**src/hw/rtl/baro_pressure_temp_compensation_unit_defines.svh**
```systemverilog
// Assertion macros for the barometric compensation unit.
`ifndef BARO_PRESSURE_TEMP_COMPENSATION_UNIT_DEFINES_SVH
`define BARO_PRESSURE_TEMP_COMPENSATION_UNIT_DEFINES_SVH
`ifndef SYNTH
// Same-cycle implication, sampled on clk, off while rst is high.
`define BARO_ASSERT_IMPLY(label, ante, cons) \
  label: assert property (@(posedge clk) disable iff (rst) (ante) |-> (cons)) \
    else $error("baro assertion failed");
// Next-cycle implication.
`define BARO_ASSERT_NEXT(label, ante, cons) \
  label: assert property (@(posedge clk) disable iff (rst) (ante) |=> (cons)) \
    else $error("baro assertion failed");
`else
`define BARO_ASSERT_IMPLY(label, ante, cons)
`define BARO_ASSERT_NEXT(label, ante, cons)
`endif
`endif

```
**src/hw/rtl/baro_pkg.sv**
```systemverilog
// Shared types, widths and constants for the barometric compensation unit.
package baro_pkg;

  localparam int RAW_W     = 24;
  localparam int COEF_W    = 16;
  localparam int CFG_IDX_W = 3;
  localparam int DT_W      = 25;              // d2 - c5*256
  localparam int MUL_W     = DT_W + COEF_W + 1; // dt times one coefficient
  localparam int DTSQ_W    = 2 * DT_W - 2;
  localparam int A_W       = 18;              // temp - 2000
  localparam int B_W       = 19;              // temp + 1500
  localparam int TEMP_W    = 19;
  localparam int T2_W      = 17;
  localparam int OFF_W     = 36;
  localparam int SENS_W    = 35;
  localparam int SQ_W      = 34;
  localparam int CORR_W    = 38;              // off2 / sens2
  localparam int WIDE_W    = 40;              // corrected off / sens
  localparam int TEMPF_W   = 20;
  localparam int MAG_W     = 20;
  localparam int PLO_W     = RAW_W + 20;
  localparam int PHI_W     = RAW_W + 21;
  localparam int PROD_W    = 64;
  localparam int DIFF_W    = 44;
  localparam int QUOT_W    = 14;
  localparam int PRESS_W   = 18;
  localparam int DEG_W     = 8;

  localparam logic signed [TEMP_W-1:0] TEMP_REF = 19'sd2000;
  localparam logic signed [B_W-1:0]    B_SHIFT  = 19'sd3500;
  localparam logic signed [A_W-1:0]    A_LOW    = -18'sd3500;

  // x / 100 == (x * 671089) >> 26 for x below 2^20
  localparam logic [MAG_W-1:0] DIV100_RECIP = 20'd671089;
  localparam int               DIV100_SHIFT = 26;

  localparam int QUEUE_DEPTH = 4;
  localparam int QPTR_W      = 2;
  localparam int QCNT_W      = 3;

  typedef enum logic [CFG_IDX_W-1:0] {
    REG_SENS        = 3'd0,
    REG_OFFSET      = 3'd1,
    REG_SENS_TEMP   = 3'd2,
    REG_OFFSET_TEMP = 3'd3,
    REG_REF_TEMP    = 3'd4,
    REG_TEMP_SLOPE  = 3'd5
  } cfg_reg_t;

  typedef struct packed {
    logic [COEF_W-1:0] sens;
    logic [COEF_W-1:0] offset;
    logic [COEF_W-1:0] sens_temp;
    logic [COEF_W-1:0] offset_temp;
    logic [COEF_W-1:0] ref_temp;
    logic [COEF_W-1:0] temp_slope;
  } coeffs_t;

  // One reading after first-order compensation, waiting for the back end.
  typedef struct packed {
    logic [RAW_W-1:0]         d1;
    logic signed [TEMP_W-1:0] temp;
    logic [T2_W-1:0]          t2;
    logic signed [OFF_W-1:0]  off;
    logic signed [SENS_W-1:0] sens;
    logic [SQ_W-1:0]          sq;
    logic [SQ_W-1:0]          sq2;
    logic                     below;  // under 20.00 C
    logic                     low;    // under -15.00 C
  } item_t;

endpackage

```
**src/hw/rtl/baro_back.sv**
```systemverilog
// Back end: second-order corrections, pressure product, /100 and saturation.
module baro_back (
  input  logic                              clk,
  input  logic                              rst,
  input  baro_pkg::item_t                   q_item,
  input  logic                              q_empty,
  output logic                              q_pop,
  output logic                              out_valid,
  input  logic                              out_ready,
  output logic signed [baro_pkg::DEG_W-1:0] temperature_deg,
  output logic [baro_pkg::PRESS_W-1:0]      pressure_pa
);
  import baro_pkg::*;

  logic en;
  logic b0_valid, b1_valid, b2_valid, b3_valid;

  // stage 0
  logic [CORR_W-2:0]         five_sq, seven_sq2;
  logic [CORR_W-1:0]         eleven_sq2;
  logic [CORR_W-1:0]         off2_next, sens2_next;
  logic signed [TEMPF_W-1:0] tempf_next;
  logic [RAW_W-1:0]          b0_d1;
  logic signed [OFF_W-1:0]   b0_off;
  logic signed [SENS_W-1:0]  b0_sens;
  logic [CORR_W-1:0]         b0_off2, b0_sens2;
  logic signed [TEMPF_W-1:0] b0_temp;

  // stage 1
  logic [RAW_W-1:0]         b1_d1;
  logic signed [WIDE_W-1:0] b1_off, b1_sens;
  logic                     b1_neg;
  logic [MAG_W-1:0]         b1_mag;

  // stage 2
  logic [PLO_W-1:0]         b2_plo;
  logic signed [PHI_W-1:0]  b2_phi;
  logic [MAG_W*2-1:0]       b2_quot;
  logic signed [WIDE_W-1:0] b2_off;
  logic                     b2_neg;

  // stage 3
  logic signed [PROD_W-1:0] b3_prod;
  logic signed [WIDE_W-1:0] b3_off;
  logic                     b3_neg;
  logic [QUOT_W-1:0]        b3_mag;

  // output stage
  logic signed [DIFF_W-1:0] diff;
  logic [PRESS_W-1:0]       press_next;
  logic signed [DEG_W-1:0]  deg_next;

  assign en    = !out_valid || out_ready;
  assign q_pop = en && !q_empty;

  always_ff @(posedge clk) begin
    if (rst) begin
      b0_valid  <= 1'b0;
      b1_valid  <= 1'b0;
      b2_valid  <= 1'b0;
      b3_valid  <= 1'b0;
      out_valid <= 1'b0;
    end else if (en) begin
      b0_valid  <= q_pop;
      b1_valid  <= b0_valid;
      b2_valid  <= b1_valid;
      b3_valid  <= b2_valid;
      out_valid <= b3_valid;
    end
  end

  // constant multiples by shift and add
  assign five_sq    = {1'b0, q_item.sq, 2'd0} + {3'd0, q_item.sq};
  assign seven_sq2  = {q_item.sq2, 3'd0} - {3'd0, q_item.sq2};
  assign eleven_sq2 = {1'b0, q_item.sq2, 3'd0} + {3'd0, q_item.sq2, 1'b0}
                    + {4'd0, q_item.sq2};

  always_comb begin
    off2_next  = '0;
    sens2_next = '0;
    tempf_next = {q_item.temp[TEMP_W-1], q_item.temp};
    if (q_item.below) begin
      off2_next  = {2'd0, five_sq[CORR_W-2:1]};
      sens2_next = {3'd0, five_sq[CORR_W-2:2]};
      tempf_next = {q_item.temp[TEMP_W-1], q_item.temp} - $signed({3'd0, q_item.t2});
      if (q_item.low) begin
        off2_next  = off2_next + {1'b0, seven_sq2};
        sens2_next = sens2_next + {1'b0, eleven_sq2[CORR_W-1:1]};
      end
    end
  end

  always_comb begin
    diff = {b3_prod[PROD_W-1], b3_prod[PROD_W-1:21]}
         - {{(DIFF_W-WIDE_W){b3_off[WIDE_W-1]}}, b3_off};
    // floor by 2^15 then clamp to the pascal range
    if (diff[DIFF_W-1])                 press_next = '0;
    else if (|diff[DIFF_W-2:PRESS_W+15]) press_next = '1;
    else                                 press_next = diff[PRESS_W+14:15];

    if (!b3_neg) begin
      deg_next = (b3_mag > QUOT_W'(127)) ? 8'sd127 : $signed(b3_mag[DEG_W-1:0]);
    end else begin
      deg_next = (b3_mag > QUOT_W'(128)) ? -8'sd128
                                         : $signed(~b3_mag[DEG_W-1:0] + 8'd1);
    end
  end

  always_ff @(posedge clk) begin
    if (en) begin
      b0_d1    <= q_item.d1;
      b0_off   <= q_item.off;
      b0_sens  <= q_item.sens;
      b0_off2  <= off2_next;
      b0_sens2 <= sens2_next;
      b0_temp  <= tempf_next;

      b1_d1   <= b0_d1;
      b1_off  <= {{(WIDE_W-OFF_W){b0_off[OFF_W-1]}}, b0_off} - $signed({2'd0, b0_off2});
      b1_sens <= {{(WIDE_W-SENS_W){b0_sens[SENS_W-1]}}, b0_sens}
               - $signed({2'd0, b0_sens2});
      b1_neg  <= b0_temp[TEMPF_W-1];
      b1_mag  <= b0_temp[TEMPF_W-1] ? MAG_W'(-b0_temp) : MAG_W'(b0_temp);

      // split d1 * sens into two partial products
      b2_plo  <= b1_d1 * b1_sens[19:0];
      b2_phi  <= $signed({1'b0, b1_d1}) * $signed(b1_sens[WIDE_W-1:20]);
      b2_quot <= b1_mag * DIV100_RECIP;
      b2_off  <= b1_off;
      b2_neg  <= b1_neg;

      b3_prod <= $signed({b2_phi[PROD_W-21:0], 20'd0}) + $signed({20'd0, b2_plo});
      b3_off  <= b2_off;
      b3_neg  <= b2_neg;
      b3_mag  <= b2_quot[DIV100_SHIFT+QUOT_W-1:DIV100_SHIFT];

      temperature_deg <= deg_next;
      pressure_pa     <= press_next;
    end
  end

endmodule
```
**config.mk**
```make
export PLATFORM = sky130hd
export DESIGN_NAME = baro_back
export DESIGN_NICKNAME = d
export VERILOG_FILES = /design/src/hw/rtl/baro_pressure_temp_compensation_unit_defines.svh /design/src/hw/rtl/baro_pkg.sv /design/src/hw/rtl/baro_back.sv
export SDC_FILE = /design/constraint.sdc
export NUM_CORES = 2
export LEC_CHECK = 0
export BUFFER_PORTS_ARGS = -buffer_cell sky130_fd_sc_hd__buf_2
export CAP_MARGIN = 15
export CORE_MARGIN = 4
export CORE_UTILIZATION = 59
export CTS_CLUSTER_SIZE = 10
export DETAILED_ROUTE_END_ITERATION = 16
export PLACE_DENSITY = 0.85
export SYNTH_ARGS = -nofsm -noshare
export SYNTH_HDL_FRONTEND = slang
export SYNTH_SLANG_ARGS = --single-unit
export TNS_END_PERCENT = 20
```
**constraint.sdc**
```tcl
create_clock -name clk -period 13.8 [get_ports clk]
set_input_delay 2.76 -clock clk [delete_from_list [all_inputs] [get_ports clk]]
set_output_delay 2.76 -clock clk [all_outputs]
set_load 0.01 [all_outputs]
```
== Word-level counts from Yosys, hierarchy flattened ==
Index checks and enable logic that the tools add are counted.

* Flip-flop bits (word level): 635
* Bits of input ports: 205
* Output and inout bits: 28

* Magnitude comparators: 2
* Bitwise gates (word level): 1
* Add/sub/neg operators: 13
* Multiplexer cells: 8
* Reduce and logical (&&, ||, !) cells: 6
* $mul: 3

{| class="wikitable"
|+ Operator list
! cell !! number
|-
| $add A64 B45 Y64 || 1
|-
| $mul A24 B20 Y44 || 1
|-
| $mul A25 B20 Y44 || 1
|-
| $sub A43 B40 Y44 || 1
|-
| $mul A20 B20 Y40 const B || 1
|-
| $sub A35 B39 Y40 || 1
|-
| $sub A36 B39 Y40 || 1
|-
| $add A35 B37 Y38 || 1
|-
| $add A36 B37 Y38 || 1
|-
| $add A37 B35 Y38 || 1
|-
| $add A38 B34 Y38 || 1
|-
| $add A36 B34 Y37 || 1
|-
| $sub A37 B34 Y37 || 1
|-
| $mux W36 || 1
|-
| $mux W35 || 1
|-
| $mux W8 || 3
|-
| $mux W20 || 1
|-
| $neg A20 Y20 || 1
|-
| $sub A19 B18 Y20 || 1
|-
| $mux W19 || 1
|-
| $mux W18 || 1
|-
| $gt A14 B7 Y1 const B || 1
|-
| $gt A14 B8 Y1 const B || 1
|-
| $reduce_or A10 Y1 || 1
|-
| other kinds (6) || 7
|}

== Logic depth before layout (Yosys ltp) ==
* Depth after elaboration: 4
* Depth in mapped cells: 28
* Depth with buffers taken out: 27

== Worst setup path after synthesis ==
Ideal clock, no wire load.

* Kind: in2reg
* Start: input out_ready
* End: register b1_valid
* Setup slack: -0.971 ns
* Stages on the path: 4
* Setup time: 0.155 ns
* Arrival time: 14.615 ns
* Path buffers: 0
* Cells stage by stage: nor2b_1 inv_1 mux2i_1 nor2_1

* Word-level cells in the longest chain between the ends: 1

{| class="wikitable"
|+ RTL lines
! what !! RTL line !! text
|-
| start: declaration || baro_back.sv:9 || <nowiki>input logic out_ready,</nowiki>
|-
| $logic_or A1 B1 Y1 || baro_back.sv:53 || <nowiki>assign en = !out_valid || out_ready;</nowiki>
|-
| end signal: assignment || baro_back.sv:65 || <nowiki>b1_valid <= b0_valid;</nowiki>
|-
| end: declaration || baro_back.sv:16 || <nowiki>logic b0_valid, b1_valid, b2_valid, b3_valid;</nowiki>
|}

Every way passes these cells.
A chain may end at the register's enable or synchronous reset.

== Worst setup path after layout ==
* Start: register b1_sens[3]
* End: register b2_plo[43], data pin

* Word-level cells in the longest chain between the ends: 1

{| class="wikitable"
|+ RTL lines
! what !! RTL line !! text
|-
| start: declaration || baro_back.sv:31 || <nowiki>logic signed [WIDE_W-1:0] b1_off, b1_sens;</nowiki>
|-
| start signal: assignment || baro_back.sv:120 || <nowiki>b1_sens <= {{(WIDE_W-SENS_W){b0_sens[SENS_W-1]}}, b0_sens}</nowiki>
|-
| $mul A24 B20 Y44 || baro_back.sv:126 || <nowiki>b2_plo <= b1_d1 * b1_sens[19:0];</nowiki>
|-
| end signal: assignment || baro_back.sv:126 ||
|-
| end: declaration || baro_back.sv:36 || <nowiki>logic [PLO_W-1:0] b2_plo;</nowiki>
|}

Every way passes these cells.

==> results <==
- The post-route minimum period is 8.336 ns.
- The total number of clock tree sinks is 568.
- The largest net degree at the start of global routing is 159.
- The number of buffers inserted by post-CTS setup repair is 0.
- The required time of the critical path is 14.19 ns.
- The count of buffers added on input and output ports is 232.
- Setup repair after global routing left no endpoint under its margin.
- The maximum fanout along the worst path is 24.
- The post-synthesis cell count is 7385.
- The floorplan die width is 360.6 um.
- The final worst-path cycle share is 60.41%.
- The flop-to-flop setup slack is 5.46 ns.
- Once placement finished, the instance area stood at 76190 um2.
- After detailed routing, the number of vias per cell comes to 5.811.
- In the post-synthesis netlist, the biggest area contributors are sky130_fd_sc_hd__fa_1, sky130_fd_sc_hd__edfxtp_1, sky130_fd_sc_hd__ha_1.
- For the final database, setup skew stands at 0.04731 ns.
- Yosys printed 0 warnings.
- Summed over all instances, the cell type with the most area after synthesis is sky130_fd_sc_hd__fa_1.
- The floorplan step defined a die boundary enclosing 130000 um2.
- Synthesis instantiated 93 different standard cells from the library.
- The worst hold margin is 0.3905 ns.
- The wire length of the first global-routing pass is 290400 um.
- For this design the top-level I/O count stands at 233.
- The worst setup slack after placement is 5.152 ns.
- The headroom to the max-slew limit is 27.48%.
- The via count of the first global-routing pass is 56.74k.
- For this configuration, the core starts out at a cell density of 59.33%.
- The synthesized design contains 568 register bits.
- The worst setup path is captured at a register.
- The classification of the worst setup path is reg -> reg.
- The count of antenna-violating nets left after detailed routing is 0.
- The share of synthesized area occupied by flip-flops and latches is 23.18%.
- The initial antenna violation count is 4.
- The starting DRC count in detailed routing is 4039.
- The standard cell core area is 123600 um2.
- The TritonCTS buffer count is 72.
- After synthesis, the share of flip-flops with an asynchronous set or reset is 0%.
- The source-to-sink clock delay at the later pin of the worst-skew pair is 0.68 ns.
- The share of cells above drive strength 1 is 5.752%.
- The launching instance or port of the critical path is b1_sens[3].
- The synthesized area per cell is 9.933 um2.
- The floorplan step set the die height to 360.6 um.
- For this run, design rule violations remaining after detail routing come to 0.
- The most common cell in the synthesized netlist is sky130_fd_sc_hd__inv_1.
- The detailed router placed 53.46k vias in this run.
- The accumulated negative setup slack is 0 ns.
- The capturing instance or port of the critical path is b2_plo[43].
- The highest clock frequency the design can meet is 120.0 MHz.
- After synthesis, the largest area contributor takes up 26.39% of total cell area.
- The commonest cells after synthesis are sky130_fd_sc_hd__inv_1, sky130_fd_sc_hd__fa_1, sky130_fd_sc_hd__ha_1.
- After clock tree synthesis, the clock-pin slew on the worst setup and hold paths is 0.06 ns.
- Setup violations remaining at the end of the flow were counted as 0.
- After floorplanning, the core was divided into 129 placement rows.
- The worst reg2reg path startpoint is b1_sens[3].
- The worst hold path belongs to the class reg -> reg.
- The wire length reported by the detailed router is 178000 um.
- Detailed placement finished with a half-perimeter wire length of 138100 um.
- The endpoint of the worst register-to-register path is b2_plo[43].
- STA puts the critical path data arrival time at 8.73 ns.
- The number of cells on the worst reg-to-reg path is 26.
- The number of max-slew violations in the final report came to 0.
- The area of the mapped netlist is 73350 um2.
- The tool flagged a number of max-cap violations equal to 0.
- At the end of routability-driven placement, the weighted congestion stood at 0.9372.
- After global routing the overflow that remains totals 0.
- The run finished with clean final reports.
- The setup slack of the critical path after layout is 5.464 ns.
- Among all flip-flop cells after synthesis, the most frequent one is sky130_fd_sc_hd__edfxtp_1.
- The number of iterations in the first detailed-routing pass is 6.
- The CTS tree is built.
- The buffer levels on the longest clock path is 3.
- The layout has 9453 filler cells.
- The final hold violation count is 0.
- The post-synthesis net count is 9439.
- After routing the design area is 78300 um2.
- Counting flops with a built-in enable in the synthesized netlist gives 563.
- The clock tree synthesis step divided the H-tree into 3 levels.
- After detailed routing, the average wire length per cell comes to 19.35 um.
- Compared with the post-synthesis result, the final layout area differs by 6.746%.
- STA classifies the critical path startpoint as a register.
- CTS placed an instance of sky130_fd_sc_hd__clkbuf_16 at the clock tree root.
- The number of hold buffers added after CTS was 0.
- Post-CTS repair changed the size of 0 cells.
- For the pin with the worst max-slew slack, the measured transition is 1.081 ns.
- Global routing used 27.65% of the available tracks.
- The final layout net count is 9581.
-- critical path: stages (launching register included) --
cell,delay (ns)
sky130_fd_sc_hd__edfxtp_1,0.91
sky130_fd_sc_hd__and2_1,0.27
sky130_fd_sc_hd__fa_1,0.45
sky130_fd_sc_hd__fa_1,0.51
sky130_fd_sc_hd__inv_1,0.05
sky130_fd_sc_hd__fa_1,0.47
sky130_fd_sc_hd__inv_1,0.05
sky130_fd_sc_hd__fa_1,0.51
sky130_fd_sc_hd__inv_1,0.06
sky130_fd_sc_hd__fa_1,0.53
sky130_fd_sc_hd__inv_1,0.05
sky130_fd_sc_hd__fa_1,0.48
sky130_fd_sc_hd__inv_1,0.05
sky130_fd_sc_hd__fa_1,0.47
sky130_fd_sc_hd__inv_1,0.05
sky130_fd_sc_hd__ha_1,0.28
sky130_fd_sc_hd__a21o_1,0.16
sky130_fd_sc_hd__a21o_1,0.17
sky130_fd_sc_hd__a21o_1,0.19
sky130_fd_sc_hd__a22oi_1,0.38
sky130_fd_sc_hd__o221a_2,0.28
sky130_fd_sc_hd__nand2_1,0.09
sky130_fd_sc_hd__a211oi_1,0.65
sky130_fd_sc_hd__o31ai_1,0.29
sky130_fd_sc_hd__a21o_1,0.25
sky130_fd_sc_hd__o41ai_1,0.31
sky130_fd_sc_hd__xnor2_1,0.11
-- registers in the layout (all words and copies together) (netlist names), 35 cells and up --
register and cells:
b3_off 40, b0_off 36, b3_prod 43, b2_phi 44, b0_sens2 38, b1_sens 40
b0_sens 35, b1_off 40, b2_off 40, b0_off2 38
-- layout by cell type, fill, tap and decap left out, drive strengths merged, types with 27 or more instances in the layout --
cell / instances
xor2: 107
and2: 461
o21bai: 60
nand2b: 61
ha: 882
xnor2: 268
nand4: 42
nand3: 90
nor3: 76
nand2: 697
nor2: 271
o21a: 67
o21ai: 181
edfxtp: 563
buf: 289
nor2b: 56
a31oi: 34
a21o: 180
inv: 1331
fa: 967
clkbuf: 89
o31ai: 27
and3: 46
a21oi: 374
a211oi: 39
-- layout make-up --
type	count	area [um2]	share of cell area (%)
multi-input cells	5268	50520	64.52
well taps	1637	2048	2.616
flip-flops and latches	568	17010	21.72
diodes	2	5.005	0.006392
repair buffers	289	1627	2.077
clock inverters	20	237.7	0.3036
clock buffers	89	1866	2.383
inverters	1328	4989	6.371
-- kinds of logic (layout without fill, tap and decap cells) --
group           after synthesis  after routing  synth area share [%]
fa+ha+maj                  1849           1849                 41.44
simple gates               1890           1890                 12.68
xor+xnor                    375            375                 4.478
flops                       568            568                 23.18
buf+inv                    1549           1726                 7.939
compound gates             1144           1144                 10.14
other cells                   0              2                     0
mux                          10             10                0.1433
-- stage by stage --
| stage | instances | utilization (%) |
|---|---|---|
| floorplan | 7385 | - |
| global placement | 9090 | 61.63 |
| detailed placement | 9090 | 61.63 |
| CTS | 9199 | 63.33 |
| global route | 9199 | 63.33 |
| finish | 9201 | 63.33 |
-- routing by layer --
metal | track usage [%] | part of all wire, % | up-vias
met5 | 0 | 0.013 | -
met4 | 12.28 | 5.0 | 4
met3 | 5.177 | 7.7 | 482
met2 | 46.64 | 48 | 2155
met1 | 34.89 | 39 | 26390
li1 | - | - | 24440
-- how the worst min path moves through the flow --
stage,start,to,slack [ns],depth (start not counted)
after floorplan,b0_d1[0],b1_d1[0],0.40,0
final,b0_d1[19],b1_d1[19],0.39,0
after CTS,b0_d1[19],b1_d1[19],0.40,0
after global routing,b0_d1[19],b1_d1[19],0.41,0
after global placement,b1_off[8],b2_off[8],0.40,0
after detailed placement,b1_off[14],b2_off[14],0.40,0
Power is not shown: default switching activity piles up to over one toggle a cycle in this logic, so the estimate is an artifact.
