<file path="src/hw/rtl/baro_pressure_temp_compensation_unit_defines.svh">
// Assertion macros for the barometric compensation unit.
`ifndef BARO_PRESSURE_TEMP_COMPENSATION_UNIT_DEFINES_SVH
`define BARO_PRESSURE_TEMP_COMPENSATION_UNIT_DEFINES_SVH
`ifndef SYNTH
// Same-cycle implication, sampled on clk, off while rst is high.
`define BARO_ASSERT_IMPLY(label, ante, cons) \
  label: assert property (@(posedge clk) disable iff (rst) (ante) |-> (cons)) \
    else $error("baro assertion failed");
// Next-cycle implication.
`define BARO_ASSERT_NEXT(label, ante, cons) \
  label: assert property (@(posedge clk) disable iff (rst) (ante) |=> (cons)) \
    else $error("baro assertion failed");
`else
`define BARO_ASSERT_IMPLY(label, ante, cons)
`define BARO_ASSERT_NEXT(label, ante, cons)
`endif
`endif

</file>
<file path="src/hw/rtl/baro_pkg.sv">
// Shared types, widths and constants for the barometric compensation unit.
package baro_pkg;

  localparam int RAW_W     = 24;
  localparam int COEF_W    = 16;
  localparam int CFG_IDX_W = 3;
  localparam int DT_W      = 25;              // d2 - c5*256
  localparam int MUL_W     = DT_W + COEF_W + 1; // dt times one coefficient
  localparam int DTSQ_W    = 2 * DT_W - 2;
  localparam int A_W       = 18;              // temp - 2000
  localparam int B_W       = 19;              // temp + 1500
  localparam int TEMP_W    = 19;
  localparam int T2_W      = 17;
  localparam int OFF_W     = 36;
  localparam int SENS_W    = 35;
  localparam int SQ_W      = 34;
  localparam int CORR_W    = 38;              // off2 / sens2
  localparam int WIDE_W    = 40;              // corrected off / sens
  localparam int TEMPF_W   = 20;
  localparam int MAG_W     = 20;
  localparam int PLO_W     = RAW_W + 20;
  localparam int PHI_W     = RAW_W + 21;
  localparam int PROD_W    = 64;
  localparam int DIFF_W    = 44;
  localparam int QUOT_W    = 14;
  localparam int PRESS_W   = 18;
  localparam int DEG_W     = 8;

  localparam logic signed [TEMP_W-1:0] TEMP_REF = 19'sd2000;
  localparam logic signed [B_W-1:0]    B_SHIFT  = 19'sd3500;
  localparam logic signed [A_W-1:0]    A_LOW    = -18'sd3500;

  // x / 100 == (x * 671089) >> 26 for x below 2^20
  localparam logic [MAG_W-1:0] DIV100_RECIP = 20'd671089;
  localparam int               DIV100_SHIFT = 26;

  localparam int QUEUE_DEPTH = 4;
  localparam int QPTR_W      = 2;
  localparam int QCNT_W      = 3;

  typedef enum logic [CFG_IDX_W-1:0] {
    REG_SENS        = 3'd0,
    REG_OFFSET      = 3'd1,
    REG_SENS_TEMP   = 3'd2,
    REG_OFFSET_TEMP = 3'd3,
    REG_REF_TEMP    = 3'd4,
    REG_TEMP_SLOPE  = 3'd5
  } cfg_reg_t;

  typedef struct packed {
    logic [COEF_W-1:0] sens;
    logic [COEF_W-1:0] offset;
    logic [COEF_W-1:0] sens_temp;
    logic [COEF_W-1:0] offset_temp;
    logic [COEF_W-1:0] ref_temp;
    logic [COEF_W-1:0] temp_slope;
  } coeffs_t;

  // One reading after first-order compensation, waiting for the back end.
  typedef struct packed {
    logic [RAW_W-1:0]         d1;
    logic signed [TEMP_W-1:0] temp;
    logic [T2_W-1:0]          t2;
    logic signed [OFF_W-1:0]  off;
    logic signed [SENS_W-1:0] sens;
    logic [SQ_W-1:0]          sq;
    logic [SQ_W-1:0]          sq2;
    logic                     below;  // under 20.00 C
    logic                     low;    // under -15.00 C
  } item_t;

endpackage

</file>
<file path="src/hw/rtl/baro_queue.sv">
// Short first-word-fall-through queue between front and back ends.
module baro_queue (
  input  logic            clk,
  input  logic            rst,
  input  logic            push,
  input  baro_pkg::item_t push_item,
  output logic            full,
  input  logic            pop,
  output baro_pkg::item_t head_item,
  output logic            empty
);
  import baro_pkg::*;

  item_t             slots [QUEUE_DEPTH];
  logic [QPTR_W-1:0] wr_ptr, rd_ptr;
  logic [QCNT_W-1:0] count;

  assign full      = (count == QCNT_W'(QUEUE_DEPTH));
  assign empty     = (count == '0);
  assign head_item = slots[rd_ptr];

  always_ff @(posedge clk) begin
    if (rst) begin
      wr_ptr <= '0;
      rd_ptr <= '0;
      count  <= '0;
    end else begin
      if (push) wr_ptr <= wr_ptr + 1'b1;
      if (pop)  rd_ptr <= rd_ptr + 1'b1;
      if (push && !pop)      count <= count + 1'b1;
      else if (pop && !push) count <= count - 1'b1;
    end
  end

  always_ff @(posedge clk) begin
    if (push) slots[wr_ptr] <= push_item;
  end

endmodule

</file>
<file path="config.mk">
export PLATFORM = sky130hd
export DESIGN_NAME = baro_queue
export DESIGN_NICKNAME = d
export VERILOG_FILES = /design/src/hw/rtl/baro_pressure_temp_compensation_unit_defines.svh /design/src/hw/rtl/baro_pkg.sv /design/src/hw/rtl/baro_queue.sv
export SDC_FILE = /design/constraint.sdc
export NUM_CORES = 1
export LEC_CHECK = 0
export ABC_CLOCK_PERIOD_IN_PS = 8060
export BUFFER_PORTS_ARGS = -buffer_cell sky130_fd_sc_hd__buf_2
export CAP_MARGIN = 20
export CORE_MARGIN = 2
export CORE_UTILIZATION = 40
export CTS_CLUSTER_DIAMETER = 100
export DETAILED_ROUTE_END_ITERATION = 10
export PLACE_DENSITY = 0.6
export SYNTH_ARGS = -nofsm -noshare
export SYNTH_HDL_FRONTEND = slang
export SYNTH_SLANG_ARGS = --single-unit
</file>
<file path="constraint.sdc">
create_clock -name clk -period 8.06 [get_ports clk]
set_input_delay 0 -clock clk [delete_from_list [all_inputs] [get_ports clk]]
set_output_delay 0 -clock clk [all_outputs]
set_load 0.01 [all_outputs]
</file>
# ---- After elaboration in Yosys (flattened, before gate mapping)
# Memory sizes are Yosys's and may differ from the RTL's. A register that Yosys moved wholly into a read port is not among the register bits.
# Cells that the tools add are included.
dict set report word_totals {
  regBits 7
  ramBits 804
  in_bits 205
  output_inout_bits 203
  mem_count 1
}
dict set report op_classes {
  add_sub_neg 4
  eq_ne 1
  mux 6
  n_reduce_logical 6
}
# name depth word_bits read_ports rd_ports_with_merged_regs write_ports line
set mem_list {}
lappend mem_list {slots 4 201 1 1 1 baro_queue.sv:14} ;# item_t slots [QUEUE_DEPTH];
# cell n
set ops {}
lappend ops {{$mux W3} 2}
lappend ops {{$add A2 B1 Y2 const B} 2}
lappend ops {{$mux W2} 2}
lappend ops {{$add A3 B1 Y3 const B} 1}
lappend ops {{$eq A3 B3 Y1 const B} 1}
lappend ops {{$logic_not A3 Y1} 1}
lappend ops {{$sub A3 B1 Y3 const B} 1}
lappend ops {{$logic_and A1 B1 Y1} 2}
lappend ops {{$logic_not A1 Y1} 2}
lappend ops {{$mux W1} 2}
lappend ops {{$reduce_bool A2 Y1} 1}

# ---- Depth between registers and ports, before layout
# Gate-level depths: netlist (run 1).
dict set report logic_depth {
  ltp_word 4
  depth_mapped 7
}

# ---- Worst setup path before layout (run 1)
# OpenSTA, ideal clock, no wires.
dict set report synth_timing {
  path_type {register -> register}
  startpoint {reg wr_ptr[0]}
  endpoint {mem slots[0][0] in the netlist's numbering, enable pin}
  setup_ps 585
  arrival_time_ps 5114
  t_required_ps 7475
  path_slack_ps 2361
  path_stages_with_launch 4
  n_path_buf 0
  cell_sequence {dfxtp_1 > inv_1 > ha_1 > and2_1}
}
# item line
set synth_lines {}
lappend synth_lines {{start: declaration} baro_queue.sv:15} ;# logic [QPTR_W-1:0] wr_ptr, rd_ptr;
lappend synth_lines {{start signal: assignment} baro_queue.sv:28} ;# if (push) wr_ptr <= wr_ptr + 1'b1;
lappend synth_lines {{end: declaration} baro_queue.sv:14}
# No word-level cell before the write port.

==> results of run 1 <==
layout make-up:
| type | instances | area share, % |
|---|---|---|
| timing repair buffer | 627 | 11.4 |
| inverter | 4 | 0.0404 |
| tap | 959 | 3.23 |
| antenna | 2 | 0.0135 |
| clock buffer | 102 | 6.01 |
| multi-input combinational | 231 | 12.8 |
| clock inverter | 51 | 0.950 |
| sequential | 813 | 65.5 |
layout by cell type, fill, tap and decap left out, drive strengths merged, types with 3 or more instances in the layout:
cell and n:
mux4 201, and2 4, nor2 7, clkinv 42
edfxtp 804, xor2 3, clkbuf 102, buf 422
dfxtp 9, ha 5, dlygate4sd3 205, inv 10
metrics by stage:
stage / total power [mW] / std cells / worst slack [ps] / util [%] / hold WS (ps)
final: 9.48 / 2789 / 4490 / 50.8 / 127
after floorplan: 5.57 / 1094 / 2360 / - / 98.9
after CTS: 9.63 / 2787 / 4260 / 50.7 / 67.9
after global placement: 5.88 / 2429 / 4910 / 44.4 / 209
after detailed placement: 5.90 / 2429 / 4890 / 44.4 / 214
after global routing: 9.86 / 2788 / 4090 / 50.8 / 102
registers in the layout (all words and copies together), names as in the netlist, named ones only:
| register | flops |
|---|---|
| slots | 804 |
| rd_ptr | 2 |
| count | 3 |
| wr_ptr | 2 |
how the worst max path moves through the flow:
stage	slack [ps]	start	to	depth (start not counted)
after CTS	4260	flop	head_item[164]	4
after global routing	4090	flop	head_item[134]	4
after global placement	4910	wr_ptr[0]	slots[3][103]	4
final	4490	flop	head_item[164]	4
after floorplan	2360	wr_ptr[0]	slots[0][0]	3
after detailed placement	4890	wr_ptr[0]	slots[3][144]	4
report_power, final:
group,internal (mW),switching [mW],leakage (nW)
Sequential,4.86,0.0556,7.46
Clock,2.05,1.57,1.27
Combinational,0.450,0.497,3.78
Total,7.36,2.12,12.5
repair_timing:
item,CTS,global route
hold endpoints to repair,813,0
buffers inserted,0,0
endpoints found under the setup margin,0,0
hold buffers,205,0
kinds of logic (layout without fill, tap and decap cells):
family | count (synthesis) | after routing | synth area share (%)
and+or+nand+nor | 15 | 15 | 0.249
AOI/OAI and AO/OA | 2 | 2 | 0.0337
muxes | 203 | 203 | 15.3
DFF | 813 | 813 | 82.0
xor gates and xnor gates | 5 | 5 | 0.148
other | 0 | 2 | 0
buffers and inverters | 50 | 784 | 1.90
adders and majority gates | 6 | 6 | 0.279
metal layers:
layer	GRT usage, %	vias to the layer above
met3	5.17	102
met1	20.1	7245
met4	4.83	2
li1	-	6110
met2	25.2	419
met5	0	-
==> results.md, run 1 <==
- In this run, synthesis produced a sequential element count of 813.
- The worst hold path begins at push_item[42].
- The via count is 13,900.
- The number of DRC markers in iteration 0 is 775.
- For the worst setup path, the data required time is 8060 ps.
- Counting instances in the post-synthesis netlist gives the leading cell types as 804 x edfxtp_1, 201 x mux4_2, 21 x buf_12, 19 x buf_2, 9 x dfxtp_1.
- The first TritonRoute pass finished after 5 iterations.
- Summing all flip-flop and latch instances after layout gives 24,300 um^2.
- In this run the standard cell core region covers 73,200 um^2.
- In this run the clock root is driven by a clkbuf_16.
- The maximum number of buffers from clock root to sink is 3.
- For the worst setup path, the data arrival time is 3570 ps.
- The quantity of I/O buffers inserted on ports is 407.
- Traced cell by cell, the critical path runs through buf_4 -> buf_4 -> mux4_2 -> buf_2.
- Setup repair after global routing left no endpoint under its margin.
- Along the worst path, the maximum fanout reaches 43.
- The delay of the slowest cell on the worst path is 790 ps.
- The fmax is 280 MHz.
- For this design the top-level I/O count stands at 408.
- The H-tree was split into 3 levels.
- The worst reg2reg path startpoint is wr_ptr[0].
- In the synthesized netlist the dominant register cell turns out to be edfxtp_1.
- The post-cts resize count is 0.
- The floorplan step set the die height to 276 um.
- Counting both buffers and inverters, the worst setup path holds a total of 3.
- The slowest cell on the critical path is buf_4.
- The clock tree from TritonCTS is built.
- Between clock sinks in the finished design, the worst skew comes to 15.1 ps.
- The min-delay analysis places its worst path in the category primary input to flop.
- The count of unique library cells instantiated by Yosys is 22.
- After detailed routing, the average wire length per cell comes to 21.3 um.
- The element type at the critical path start is a flop.
- The floorplan has 99 rows.
- The worst path needs 3570 ps of the cycle, external delays included.
- The clock input transition at the sequential cells of the worst setup and hold paths is 60 ps.
- The register area share after synthesis is 82.0%.
- In this run the register-to-register setup slack is 4970 ps.
- Once detail routing completed, the nets flagged for antenna violations numbered 0.
- The first global-routing pass estimated 91.6 mm of wire.
- The max-slew headroom at the worst pin is 34.4%.
- Among cell families on the critical path, the largest total delay comes from buffers and inverters.
- Summed over all failing endpoints, the final setup total negative slack is 0 ps.
- The share of flip-flops with an asynchronous set or reset is 0%.
- In the final layout, the share of cells above drive strength 1 is 40.6%.
- Buffers inserted during clock tree synthesis total 85.
- The run finished with clean final reports.
- The setup-violating endpoint count in the final report is 0.
- For this run, the number of Yosys warnings is 0.
- The post-route cell area is 37,200 um^2.
- Detailed placement ended at an HPWL of 33.9 mm.
- For the pin with the worst max-slew slack, the measured transition is 984 ps.
- At the end of routability-driven placement, the weighted congestion stood at 0.735.
- The post-synth design cell area is 29,600 um^2.
- The routed length on met2 is 29.1 mm.
- The areal power density over the cells is 255 nW/um^2.
- The number of global-route vias before repair is 15,200.
- Across the run, the number of max-cap violations was 0.
- The aggregate global-route resource usage is 15.6%.
- The overflow left after global routing is 0.
- The worst setup path is of the flop to output port kind.
- In this run the critical register-to-register path is captured at slots[3][137].
- The final clock period utilization by the worst path is 44.3%.
- Counting every instance in the synthesized netlist gives 1,094.
- The initial antenna violation count is 3.
- The most common cell in the synthesized netlist is edfxtp_1.
- Summed over all instances, the cell type with the most area after synthesis is edfxtp_1.
- The total routed wire length on the met1 layer is 24.2 mm.
- Routed signal wires occupy layers up through met5.
- The final routed DRC violation total is 0.
- The static leakage is 12.5 nW.
- The synthesized netlist net count is 1,305.
- The terminating pin of the worst hold path is slots[3][42].
- The total length of routed wires is 59.3 mm.
- The clock latency on the worst-skew pair is 620 ps.
- The die covers 76,300 um^2.
- The final net count is 1,973.
- In the post-synthesis netlist, the biggest area contributors are edfxtp_1 81%, mux4_2 15%, buf_12 1.4%, dfxtp_1 0.61%, buf_2 0.32%.
- The routed design uses 4.46 mm of met3 wire.
- After filler insertion, the fill cell instance count of the layout stands at 5,839.
- The initial core utilization is 40.5%.
- Counting stages on the worst path, the most repeated cell is buf_4.
- After detailed routing, the number of vias per cell comes to 4.98.
- The die is 276 um wide.
- The worst setup path is captured at an output port.
- The final hold violation count was 0.
- The clock sink count is 813.
- The pin count of the biggest net entering global routing is 111.
- The mean cell area of the mapped netlist is 27.1 um^2.
- The synthesis-to-layout area growth is 25.3%.
- The worst hold path was traced through 2 stages.
- The share of synthesized area in the top cell type comes to 81.4%.
- The number of flops mapped to enable cells by yosys is 804.
- The final number of max-transition violations is 0.
- The maximum VDD drop is 0.208 mV.
- The cell area after placement is 32,500 um^2.
- Measured in cells, the most critical reg-to-reg path has a length of 4.
- In the final layout, the multi-input gates occupy 4770 um^2.
Power figures use the tool's default switching activity.
==> run 2: changes to the inputs <==
- ABC_CLOCK_PERIOD_IN_PS: 8060 -> 3600
- clock period: 8.06 -> 3.6 ns (I/O delays scaled with it)
==> run 2 against run 1 <==
Effect of this change:
- total power up 130%
- flip-flop and latch count stayed put
- critical path type unchanged
- largest power group unchanged
- critical path depth is 1 lower
==> results.md, run 2 (synthesis gave the netlist of run 1 again) <==
- In this run, post-CTS hold repair placed 205 buffers.
- The average vias per placed instance is 5.01.
- On the critical path, the stage with the largest delay is an instance of dfxtp_4.
- The data arrival time at the worst-slack endpoint is 2640 ps.
- The first global-routing pass estimated 93.0 mm of wire.
- The flow ran to the end, and the final reports show no timing, DRC or antenna violations.
- On the final layout, the worst clock skew is 13.0 ps.
- The worst setup path is captured at an output port.
- The initial core utilization is 40.5%.
- The final hold violation count is 0.
- Setup repair after global routing left no endpoint under its margin.
- The aggregate global-route resource usage is 16.1%.
- The initial antenna violation count was 6.
- The class of the most critical hold timing path is primary input to flop.
- The top register by number of flip-flops is slots.
- The clock reaches the later pin of the worst-skew pair after 600 ps.
- The critical path goes through buf_4 -> mux4_2 -> buf_2.
- The first routing iteration left 948 violations.
- The count of nets left with antenna violations once routing finished came out at 0.
- At the pin with the least slew margin, the transition time is 933 ps.
- The largest registers in the layout are slots x804, count x3.
- The final clock period utilization by the worst path is 73.2%.
- After floorplanning, the core was divided into 99 placement rows.
- The final non-filler cell total is 2,814.
- The cell depth of the worst min-delay path is 2.
- The final period demand of the worst path is 2640 ps.
- The number of iterations in the first detailed-routing pass is 4.
- The clock net in this run drives a total of 813 sinks.
- The maximum number of buffers from clock root to sink is 3.
- The maximum VDD drop is 0.431 mV.
- Measured in cells, the most critical reg-to-reg path has a length of 3.
- The register with the most flip-flops in the layout has 804 of them.
- Measured along the y axis, the die boundary spans 276 um.
- The worst pin sits at a relative slew slack of 37.8%.
- The final sum of negative setup slack is 0 ps.
- After detailed placement, the design holds a cell count of 2,454.
- The required time at the endpoint of the critical path is 3600 ps.
- The areal power density over the cells is 575 nW/um^2.
- At the end of the flow, the number of nets in the layout was 1,999.
- The TritonCTS buffer count is 86.
- The endpoint identified for the worst register-to-register timing path is slots[3][193].
- The synthesis-to-layout area growth is 26.9%.
- The final route contains 14,100 vias.
- In the routed design, unresolved DRC markers number 0.
- The fmax is 379 MHz.
- The top cell family by delay on the critical path is flip-flops.
- TritonCTS built the clock tree.
- Cells with a size suffix above 1 make up 41.6% of the layout.
- The final layout contains routed wiring with a total length of 62.0 mm.
- The final number of max-transition violations came to 0.
- For flop-to-flop paths, the worst setup slack is 1540 ps.
- The worst setup path is launched from a flop.
- The deepest level of the CTS H-tree is 3.
- The number of buffers and inverters on the critical path is 2.
- The setup-violating endpoint count in the final report is 0.
- For hold timing, the worst endpoint is slots[3][10].
- The worst register-to-register path begins at wr_ptr[0].
- Post-CTS timing repair inserted 0 buffers for setup.
- In this run the count of I/O pins placed on the die edge is 408.
- The commonest non-fill, non-tap cell in the layout is edfxtp_1.
- The number of violations of the max-capacitance limit is 0.
- In this run the worst path has a maximum fanout of 31.
- The die covers 76,300 um^2.
- The worst hold path begins at push_item[10].
- The overflow left after global routing is 0.
- Detailed placement finished with a half-perimeter wire length of 36.8 mm.
- The routed wirelength normalized by instance count is 22.0 um.
- The worst setup path is of the flop to output port kind.
- Port buffering added 407 buffers.
- The delay of the slowest cell on the worst path is 800 ps.
- The routability congestion estimate is 0.719.
- The clock input transition at the sequential cells of the worst setup and hold paths is 60 ps.
- The tree is rooted in a clkbuf_16.
- The floorplan step defined a core boundary enclosing 73,200 um^2.
- The static leakage is 12.7 nW.
- The number of global-route vias before repair was 15,000.
- Leaving out fill and tap cells, the most frequent cells in the layout are 804 x edfxtp_1, 407 x buf_2, 205 x dlygate4sd3_1.
- The post-cts resize count is 0.
- The die is 276 um wide.
- The pin count of the biggest net entering global routing is 85.
run 2: changes by cell type in the layout (fill, tap and decap cells not counted), sizes merged:
cell,change
bufinv,+5
clkinv,-8
clkinvlp,+4
buf,+25
clkbuf,+1
diode,-1
inv,-1
run 2: worst max path at each step:
stage               from            end  slack, ps  cells after the start
5_1_grt             flop  head_item[94]        770                      3
4_1_cts             flop  head_item[94]        800                      3
6_report            flop  head_item[94]        960                      3
3_5_place_dp   wr_ptr[0]   slots[3][14]       1490                      3
2_1_floorplan  wr_ptr[0]    slots[2][0]        160                      3
3_3_place_gp   wr_ptr[0]    slots[3][2]       1490                      3
run 2: cell type report:
class	instances	area [um^2]
Clock inverter	51	468
Fill cell	5766	35600
Timing Repair Buffer	652	4590
Tap cell	959	1200
Multi-Input combinational cell	231	4770
Inverter	4	15.0
Clock buffer	103	2240
Antenna cell	1	2.50
Sequential cell	813	24300
run 2: metal layers:
layer / vias to the layer above / GRT usage [%] / part of all wire (%) / wire, um
li1: 6155 / - / - / -
met1: 7380 / 21.2 / 41 / 25700
met2: 458 / 26.7 / 50 / 31100
met3: 93 / 3.89 / 6.2 / 3850
met4: 10 / 5.02 / 2.1 / 1290
met5: - / 0 / 0.11 / 69
run 2: worst reg2reg max path: cells and delay by family, from the launching register on:
kind	cells	cell delay (ps)
buf+inv	1	460
flops	1	390
fa+ha+maj	1	170
simple gates	1	720
run 2: stage by stage:
stage / power, mW / hold WS, ps / cell area [um^2] / utilization (%) / worst slack [ps]
2_1_floorplan: 12.4 / 98.9 / 29600 / - / 155
3_3_place_gp: 13.2 / 210 / 32900 / 44.9 / 1490
3_5_place_dp: 13.3 / 216 / 32900 / 44.9 / 1490
4_1_cts: 21.9 / 78.0 / 37600 / 51.4 / 804
5_1_grt: 22.4 / 107 / 37600 / 51.4 / 767
6_report: 21.6 / 136 / 37600 / 51.4 / 964
run 2: power by group:
part           internal [mW]  switching [mW]  leakage [nW]
Clock                   4.94            3.45          1.31
Combinational           1.05            1.14          3.95
Sequential              10.9           0.137          7.46
Total                   16.9            4.73          12.7
==> run 3: changes to the inputs <==
- ABC_AREA: default -> 1
- ABC_CLOCK_PERIOD_IN_PS: 3600 -> 2500
- clock period: 3.6 -> 2.5 ns (I/O delays scaled with it)
==> run 3 against run 2 <==
Effect of this change:
- final cell count grew 30%
- total power increased by 44%
- count of clock-buffer cells in the layout up 9
- global-route usage up 2.5 points
- area after synthesis rose by 1.7%
- via count is 37% higher
- non-clock buffer count is 12 higher
- combinational power grew 44%
- core utilization fell by 0.061 points
==> results.md, run 3 <==
- The via count is 19,400.
- STA puts the critical path data required time at 2500 ps.
- The cell total after placement is 3,292.
- The top register by number of flip-flops is slots.
- The slowest cell on the critical path is dfxtp_4.
- The count of unique library cells instantiated by Yosys is 22.
- The slew at the pin closest to its max-slew limit is 644 ps.
- For this run, the leading register cell type out of synthesis is edfxtp_1.
- The maximum VDD drop is 0.630 mV.
- In this run, CTS created clock tree buffers numbering 87.
- The synthesized netlist devotes 11.0% of its cell area to compound gates.
- In this run the tool buffered the top-level ports with 407 buffer cells.
- The clock tree from TritonCTS is built.
- Clock skew on the completed layout was measured at 18.9 ps.
- The warning count from the yosys run is 0.
- Counting flops and latches in the post-synthesis netlist gives 813.
- Leaving out fill and tap cells, the most frequent cell in the layout is edfxtp_1.
- Setup repair after global routing left no endpoint under its margin.
- In the layout the commonest cells are 804 x edfxtp_1, 408 x nor2_1, 407 x buf_2.
- The final clock period utilization by the worst path is 93.7%.
- The clock net in this run drives a total of 813 sinks.
- In this run the tightest slew margin relative to its limit is 57.1%.
- The type of the worst setup path is flop to output port.
- Walking the worst path, the cells encountered are buf_12 -> clkbuf_16 -> o21ai_0 -> o22ai_1 -> buf_2.
- After detailed routing, the total wire length is 76.6 mm.
- The final number of max-transition violations is 0.
- The delay of the slowest cell on the worst path is 480 ps.
- The share of post-route cells with drive strength above 1 is 22.0%.
- By area the synthesized netlist is led by edfxtp_1 80%, o21ai_0 6.1%, nor2_1 5.1%, o22ai_1 4.2%, buf_2 0.91%.
- The capture point of the critical path is head_item[199].
- After synthesis, the share of cell area in mux cells is 0%.
- The number of global-route vias before repair is 19,400.
- After synthesis, the largest area contributor takes up 80.1% of total cell area.
- The detail route stage leaves a number of antenna-violating nets equal to 0.
- The clock latency on the worst-skew pair is 630 ps.
- The cell count after synthesis is 2,002.
- The number of DRC markers in iteration 0 is 1,690.
- Static timing analysis puts the maximum clock frequency at 427 MHz.
- Global routing finished with a remaining overflow of 0.
- The overall power after layout is 31.0 mW.
- The aggregate global-route resource usage is 18.7%.
- In the final routed layout, each cell accounts on average for 20.9 um.
- Summed over all instances, the cell type with the most area after synthesis is edfxtp_1.
- The cell area that synthesis handed to floorplanning was 30,100 um^2.
- The worst setup path is captured at an output port.
- The mean cell area of the mapped netlist is 15.1 um^2.
- The first-pass GRT wire length is 112 mm.
- The root buffer cell chosen for the clock tree is clkbuf_16.
- The initial antenna violation count was 10.
- After clock tree synthesis, the clock-pin slew on the worst setup and hold paths is 60 ps.
- In the final design database the tool counted 2,833 nets.
- The worst reg2reg path startpoint is wr_ptr[0].
- Entering global routing, the biggest net connects 224 pins.
- The worst setup path is launched from a flop.
- The synthesized netlist net count is 2,213.
- Routability-driven placement finished with a final weighted congestion of 0.771.
- The final period demand of the worst path is 2340 ps.
- The final non-filler cell total is 3,664.
- By count the netlist is led by 804 x edfxtp_1, 408 x nor2_1, 366 x o21ai_0, 201 x o22ai_1, 55 x buf_2.
- The total number of cells along the worst setup path is 5.
- The final routed DRC violation total is 0.
- The region available for standard cell placement spans 74,600 um^2.
- The H-tree generated during clock tree synthesis spans 3 levels.
- The final hold violation count is 0.
- The number of iterations in the first detailed-routing pass is 5.
- After Yosys synthesis, full adders, half adders and majority gates account for 0.274% of the synthesized area.
- Data arrives at the worst endpoint at 2340 ps.
- In the final layout, the registers with the most flip-flops are slots x804, count x3.
- Counting both buffers and inverters, the worst setup path holds a total of 3.
- The register-to-register path setup slack is 760 ps.
- Dividing the detail-routed via count by the number of cells gives 5.28.
- The die covers 77,600 um^2.
- The filler cells instantiated in the layout total 6,231.
- The maximum fanout encountered on the critical timing path is 111.
- Summed over all cells, the static leakage comes to 13.3 nW.
- Detailed placement ended at an HPWL of 41.5 mm.
- Of the total synthesized cell area, the portion taken by XOR and XNOR cells is 0.0291%.
- The number of violations of the max-capacitance limit is 0.
- The register with the most flip-flops in the layout has 804 of them.
- The class of the most critical hold timing path is primary input to flop.
- In this run the horizontal extent of the chip is 279 um.
- For this design the top-level I/O count stands at 408.
- From synthesis to final layout, the design area changed by 26.9%.
- The flow ran to the end, and the final reports show no timing, DRC or antenna violations.
- After synthesis, the largest family of logic cells by area is compound AO/OA/AOI/OAI gates.
- The share of flip-flops with an asynchronous set or reset is 0%.
- Broken down by cell family, the worst path's largest delay share belongs to buffers and inverters.
- Yosys mapped a number of flops with a built-in enable equal to 804.
- The setup-violating endpoint count in the final report is 0.
- For this design the ratio of total power to cell area is 811 nW/um^2.
- After floorplanning, the core was divided into 100 placement rows.
- Of the total synthesized cell area, the portion taken by AND, OR, NAND and NOR gates is 5.26%.
- The hold path startpoint is push_item[121].
- The final sum of negative setup slack is 0 ps.
- The initial core utilization is 40.4%.
- The capture instance of the worst register-to-register path is slots[0][134].
- In this run the vertical extent of the chip is 279 um.
- Counting along the longest clock path gives a buffer depth of 3.
- The most repeated cell in the gate-level netlist after synthesis is edfxtp_1.
- The share of the Yosys chip area taken by registers is 80.7%.
- The number of cells on the worst reg-to-reg path is 6.
-- run 3: area by class of cell --
| type | count | area, um^2 | share of cell area, % |
|---|---|---|---|
| Multi-Input combinational cell | 1039 | 5010 | 13.1 |
| Sequential cell | 813 | 24300 | 63.6 |
| Clock inverter | 43 | 380 | 0.994 |
| Inverter | 17 | 100 | 0.262 |
| Timing Repair Buffer | 664 | 4910 | 12.8 |
| Antenna cell | 7 | 17.5 | 0.0458 |
| Clock buffer | 112 | 2300 | 6.02 |
| Tap cell | 969 | 1210 | 3.17 |
-- run 3: power by group --
group	switching, mW	total, mW	internal, mW
registers	0.133	15.7	15.6
clock network	5.20	12.2	6.96
logic	2.01	3.15	1.14
-- run 3: metal layers --
layer | part of all wire, % | GRT usage (%) | up-vias
li1 | - | - | 8854
met1 | 40 | 23.1 | 9721
met2 | 50 | 31.8 | 652
met3 | 7.4 | 5.08 | 119
met4 | 2.5 | 6.15 | 8
met5 | 0.074 | 0 | -
-- run 3: worst min path at each step --
| stage | end | slack [ps] | cells past startpoint |
|---|---|---|---|
| 2_1_floorplan | count[0] | 70 | 1 |
| 3_3_place_gp | count[0] | 170 | 2 |
| 3_5_place_dp | count[0] | 180 | 2 |
| 4_1_cts | slots[1][163] | 60 | 2 |
| 5_1_grt | slots[3][103] | 100 | 2 |
| 6_report | slots[2][121] | 120 | 2 |
-- run 3: what timing repair did --
action | CTS | global route
pin swaps | 0 | 0
endpoints found under the setup margin | 46 | 94
resized for setup | 7 | 5
setup buffers | 0 | 2
hold buffers | 205 | 0
hold endpoints to repair | 819 | 0
gates cloned | 0 | 3
-- run 3: through the flow --
| step | setup slack (ps) | hold slack, ps | util [%] | cell area (um^2) |
|---|---|---|---|---|
| floorplan | -1490 | 72.4 | - | 30200 |
| global placement | 580 | 174 | 44.7 | 33400 |
| detailed placement | 513 | 180 | 44.7 | 33400 |
| CTS | -11.8 | 62.1 | 51.1 | 38100 |
| global route | 54.0 | 95.8 | 51.3 | 38300 |
| finish | 158 | 116 | 51.3 | 38300 |
-- run 3: cells by family after synthesis --
family	Yosys count
xor+xnor	1
simple gates	421
fa+ha+maj	6
flops	813
buf+inv	150
compound gates	611
